## src/hdl/rsproj_pkg.sv

```systemverilog
// shared types and constants of the road segment projector
package rsproj_pkg;

   localparam int CsrIdxW = 2;
   localparam logic [CsrIdxW-1:0] CSR_CAMERA_DEPTH    = 2'd0;
   localparam logic [CsrIdxW-1:0] CSR_ROAD_HALF_WIDTH = 2'd1;
   localparam logic [CsrIdxW-1:0] CSR_SCREEN_WIDTH    = 2'd2;
   localparam logic [CsrIdxW-1:0] CSR_SCREEN_HEIGHT   = 2'd3;

   localparam logic [15:0] RST_CAMERA_DEPTH    = 16'd55050;
   localparam logic [15:0] RST_ROAD_HALF_WIDTH = 16'd3000;
   localparam logic [11:0] RST_SCREEN_WIDTH    = 12'd1980;
   localparam logic [11:0] RST_SCREEN_HEIGHT   = 12'd1080;

   localparam int DivSteps = 32;

   typedef enum logic [5:0] {
      ST_IDLE = 6'b000001,
      ST_DIV  = 6'b000010,
      ST_MUL1 = 6'b000100,
      ST_MUL2 = 6'b001000,
      ST_MUL3 = 6'b010000,
      ST_FIN  = 6'b100000
   } state_type;

   typedef struct packed {
      logic load;
      logic div_step;
      logic mul1;
      logic mul2;
      logic mul3;
      logic commit;
   } cmd_type;

   typedef struct packed {
      logic ok;
      logic div_last;
      logic out_free;
   } stat_type;

endpackage

```

## src/hdl/rsproj_ctrl.sv

```systemverilog
// sequencer of the road segment projector
module rsproj_ctrl
   import rsproj_pkg::*;
(
   input  logic     clock,
   input  logic     reset,
   input  logic     req_tvalid,
   output logic     req_tready,
   input  stat_type stat,
   output cmd_type  cmd
);

   state_type state_ff, state_in;

   always_ff @(posedge clock) begin
      if (reset) begin
         state_ff <= ST_IDLE;
      end else begin
         state_ff <= state_in;
      end
   end

   always_comb begin
      state_in = state_ff;
      cmd = '0;
      req_tready = 1'b0;
      unique case (state_ff)
         ST_IDLE: begin
            req_tready = 1'b1;
            if (req_tvalid) begin
               cmd.load = 1'b1;
               state_in = ST_DIV;
            end
         end
         ST_DIV: begin
            if (!stat.ok) begin
               state_in = ST_FIN;
            end else begin
               cmd.div_step = 1'b1;
               if (stat.div_last) state_in = ST_MUL1;
            end
         end
         ST_MUL1: begin
            cmd.mul1 = 1'b1;
            state_in = ST_MUL2;
         end
         ST_MUL2: begin
            cmd.mul2 = 1'b1;
            state_in = ST_MUL3;
         end
         ST_MUL3: begin
            cmd.mul3 = 1'b1;
            state_in = ST_FIN;
         end
         ST_FIN: begin
            if (stat.out_free) begin
               cmd.commit = 1'b1;
               state_in = ST_IDLE;
            end
         end
         default: state_in = ST_IDLE;
      endcase
   end

endmodule

```

## config.mk

```make
export PLATFORM = sky130hd
export DESIGN_NAME = rsproj_ctrl
export DESIGN_NICKNAME = d
export VERILOG_FILES = /design/src/hdl/rsproj_pkg.sv /design/src/hdl/rsproj_ctrl.sv
export SDC_FILE = /design/constraint.sdc
export NUM_CORES = 1
export LEC_CHECK = 0
export BUFFER_PORTS_ARGS = -buffer_cell sky130_fd_sc_hd__buf_2
export CAP_MARGIN = 20
export CELL_PAD_IN_SITES_DETAIL_PLACEMENT = 0
export CELL_PAD_IN_SITES_GLOBAL_PLACEMENT = 1
export CORE_AREA = 5 5 42 44
export DETAILED_ROUTE_END_ITERATION = 10
export DIE_AREA = 0 0 47 49
export PLACE_DENSITY = 0.78
export REMOVE_ABC_BUFFERS = 1
export SETUP_SLACK_MARGIN = 0.5
export SYNTH_ARGS = -nofsm -noshare
export SYNTH_HDL_FRONTEND = slang
export SYNTH_SLANG_ARGS = --single-unit
export TNS_END_PERCENT = 10
```

## constraint.sdc

```tcl
create_clock -name clock -period 1.9 [get_ports clock]
set_clock_uncertainty 0.15 [all_clocks]
set_input_delay 0.285 -clock clock [delete_from_list [all_inputs] [get_ports clock]]
set_output_delay 0.285 -clock clock [all_outputs]
set_load 0.005 [all_outputs]
```

==> Yosys cells after proc, flatten, opt, wreduce, memory -nomap -nowiden <==
Index checks and enable logic that the tools add are counted.
{ "classes": {"reduce_logical": 1, "eq_ne": 9, "n_mux": 15} }
{ "ops": {"columns": ["operator", "count"], "rows": [
  ["6-bit one-hot mux with 6 select lines", 1],
  ["6-bit two-way mux", 4],
  ["1-bit two-way mux", 10],
  ["6-bit by 1-bit == test with 1-bit output, second input constant", 1],
  ["6-bit by 2-bit == test with 1-bit output, second input constant", 1],
  ["6-bit by 3-bit == test with 1-bit output, second input constant", 1],
  ["6-bit by 4-bit == test with 1-bit output, second input constant", 1],
  ["6-bit by 5-bit == test with 1-bit output, second input constant", 1],
  ["6-bit == test, second input constant", 1],
  ["2-bit inequality test, second input constant", 2],
  ["3-bit inequality test, second input constant", 1],
  ["3-bit AND reduction", 1]
]} }
{ "totals": {"ff_bits": 6, "wordCells": 26, "output_inout_bits": 7} }

==> Depth between registers and ports, before layout <==
{ "logic_depth": {"ltp_word": 3, "mapped_depth": 5, "depth_no_buf": 4} }

==> Worst setup path after synthesis <==
No wires, ideal clock.
{ "synth_path": {"path_kind": "reg2out", "start": "reg state_ff[1]", "end": "out cmd[1] (netlist bit)", "stages_incl_launch_ff": 4, "path_buffers": 1, "slack_ns": 0.399, "arrival_time_ns": 1.066, "cell_sequence": "dfxtp_1 > buf_6 > or4_1 > nor3b_2"} }
{ "synth_lines": {"columns": ["item", "line_no", "rtl"], "rows": [
  ["from (decl)", "rsproj_ctrl.sv:13", "state_type state_ff, state_in;"],
  ["from (signal assigned)", "rsproj_ctrl.sv:19", "state_ff <= state_in;"],
  ["to (decl)", "rsproj_ctrl.sv:10", "output cmd_type cmd"]
]} }

==> results list <==
* Result of the run: complete, no violations
* Clock insertion delay at the later pin of the skew report: 0.24 ns
- Area of the die: 2303 um2
- Post-route cell area: 504.2 um2
- Aggregate routed wire length: 874 um
- The detailed router placed 364 vias in this run.
* Pin slew with the least headroom to its limit: 0.3515 ns
- Of the total synthesized cell area, the portion taken by full adders, half adders and majority gates is 0.
- Entering global routing, the biggest net connects 10 pins.
- Number of flip-flops under the largest register name: 6
- Of the total synthesized cell area, the portion taken by XOR and XNOR cells is 0.02053.
- Multiplexer area fraction after synthesis: 0
- Setup repair after global routing could not meet its margin everywhere.
- Power density of the placed cells: 926.6 nW/um2
* Detailed router's first-iteration violation count: 3
- The mapped netlist covers 426.7 um2.
- In this run, CTS created clock tree buffers numbering 3.
* Area Growth Syn to Fin: 18.18%
- Share of synthesized cell area in and, or, nand and nor gates: 0.4516
- Flops & latches, synth: 6
* CTS Hold Buffers Added: 0
- Sequential-to-total area share from yosys stat: 0.2815
- The Yosys step of the flow raised 0 warnings.
- Initial Util: 0.3045
- Averaged over all synthesized cells, the footprint is 9.078 um2.
- Across every metal layer, demand over resource in global routing totals 0.08245.
* Number of antenna violations at the first check in global routing: 0
* First-pass DRT Iterations: 4
- Post-CTS timing repair inserted 0 buffers for setup.
- Max-cap violation count: 0
- Unique masters post-synth: 30
- Slew margin rel.: 0.7639
* Worst min-delay path class: primary input to register
* Number of standard-cell rows in the floorplan: 14
- Type of element launching the critical path: register
* Post-layout net count: 66
* Peak ir drop on the vdd network: 0.0003877 V
- More flip-flops sit in one register than any other, and that register is state_ff.
* Final HPWL from detailed placement: 685.7 um
* Detailed-route vias per instance: 4.919
- The worst register-to-register path begins at state_ff[4].
* Diodes inserted: 0
- Floorplan die height: 49 um
- Clk Tree Root Cell: clkbuf_4
- In the post-route analysis, the smallest setup slack over all paths is 0.05561 ns.
- Data arrival time at the worst-slack endpoint: 1.41 ns
- Of all nets on the critical path, the largest fanout is 9.
* Number of top-level pins: 13
- CTS tree: built
* Combinational family with the most area after synthesis: simple AND/OR/NAND/NOR gates
- Total grt overflow: 0
* Leakage power summed over all cells: 0.2267 nW
- Class of the most critical setup path: register to primary output
- Power comes to 467.2 uW.
* Synthesized-area fraction occupied by ao, oa, aoi and oai cells: 0.1144
- Fraction of layout cells with a size suffix above 1: 0.4483
- In the final routed layout, each cell accounts on average for 11.81 um.
- Worst setup slack after placement: 0.2686 ns
- Min-Delay Startpoint: reset
- In this run the tool buffered the top-level ports with 12 buffer cells.
- Once detail routing completed, the nets flagged for antenna violations numbered 0.
* First-pass GRT wire length: 1.380 mm
- In the final timing run, aggregate negative setup slack is 0 ns.
* Count of final setup violators: 0
* Die X: 47 um
- For this run, design rule violations remaining after detail routing come to 0.
* Source of the critical timing path: state_ff[5]
- Data on the critical path is required at its endpoint by 1.46 ns.
* Clk buf depth: 2
- Post-Synthesis Cells: 47
- Fin. max-slew vios: 0
- Routability-driven placement finished with a final weighted congestion of 0.7243.
- Placed standard-cell area: 465.4 um2
- Ratio of final minimum period to clock period: 0.9707
* Via count of the first global-routing pass: 320
- For the finished layout, the period the worst path requires is 1.844 ns.
- Counting every sink on the clock net gives 6.
* Registers with the most flip-flops: state_ff x6
- In this run the standard cell core region covers 1401 um2.
* Type of destination of the critical path: primary output
- Maximum clock frequency: 542.2 MHz
- The final number of hold-violating endpoints was 0.
- Clock edge transition at the registers on the reported setup and hold paths: 0.04 ns
* H-tree depth reported by CTS: 1
* Filler cells: 165
==> per-stage QoR <==
step	utilization	hold slack, ns	instances
2_1_floorplan	-	0.2041	43
3_3_place_gp	0.3321	0.3267	71
3_5_place_dp	0.3321	0.3232	71
4_1_cts	0.3536	0.05879	74
5_1_grt	0.3598	0.07321	74
6_report	0.3598	0.06369	74
==> area by class of cell <==
type	instances	area, um2	area share
Tap cell	16	20.02	0.03970
Multi-Input combinational cell	33	260.3	0.5161
Timing Repair Buffer	12	60.06	0.1191
Inverter	4	15.01	0.02978
Clock buffer	3	22.52	0.04466
Sequential cell	6	126.4	0.2506
==> cell usage in the layout, fill, tap and decap left out, types with 2 or more instances in the layout <==
cell / n
inv_1: 4
clkbuf_4: 3
and2_1: 2
buf_2: 12
nor3b_1: 2
nor2_1: 2
dfxtp_1: 3
dfxtp_2: 2
nor3_1: 2
o21ai_0: 2
nand3b_1: 2
==> path summary, 6_finish.rpt <==
path	cells past startpoint	to	slack, ns
worst min-delay path	2	state_ff[5]	0.06
worst max-delay path	3	cmd[1]	0.06
worst min register to register	2	state_ff[5]	0.40
worst max register to register	3	state_ff[0]	0.48
==> kinds of logic after synthesis <==
group | count (synthesis)
flops | 6
buf+inv | 8
xor+xnor | 1
simple gates | 25
compound gates | 7
==> cell usage after synthesis, drive strengths merged <==
cell / instances / share of area
nor2: 2 / 0.018
nor2b: 1 / 0.015
a21oi: 1 / 0.012
nand3b: 2 / 0.035
nor4: 3 / 0.079
or4: 1 / 0.018
o21ai: 2 / 0.023
xor2: 1 / 0.021
inv: 4 / 0.035
o211ai: 1 / 0.018
nand2: 1 / 0.0088
nor4b: 2 / 0.056
nand3: 1 / 0.012
and2: 2 / 0.029
a211oi: 1 / 0.018
a21o: 1 / 0.021
nand4: 1 / 0.015
and4b: 1 / 0.023
buf: 4 / 0.097
a41o: 1 / 0.023
nor3: 3 / 0.047
nor3b: 3 / 0.065
and3: 2 / 0.032
dfxtp: 6 / 0.28
==> worst max-delay path: stages (launching register included) <==
cell	delay [ns]
dfxtp_4	0.36
or4_4	0.53
nor3b_2	0.15
buf_2	0.13
==> layer usage <==
metal  GRT usage  vias up  part of all wire
met1      0.1233      162              0.49
met3     0.02583        0             0.066
met5           0        -                 0
li1            -      194                 -
met4     0.04147        0                 0
met2      0.1018        8              0.44
==> repair_timing <==
| action | 4_1_cts | 5_1_grt |
|---|---|---|
| hold endpoints to repair | 0 | 0 |
| resized for setup | 4 | 2 |
| setup endpoints to repair | 8 | 12 |
==> where the power goes <==
part           leakage [nW]  internal, mW  switching (mW)  total, mW
Sequential           0.0505         0.144          0.0441      0.188
Clock                0.0138        0.0711          0.0415      0.113
Combinational         0.162        0.0925          0.0740      0.167
Total                 0.227         0.308           0.160      0.467
No activity file was read; power rests on OpenSTA's default activity.
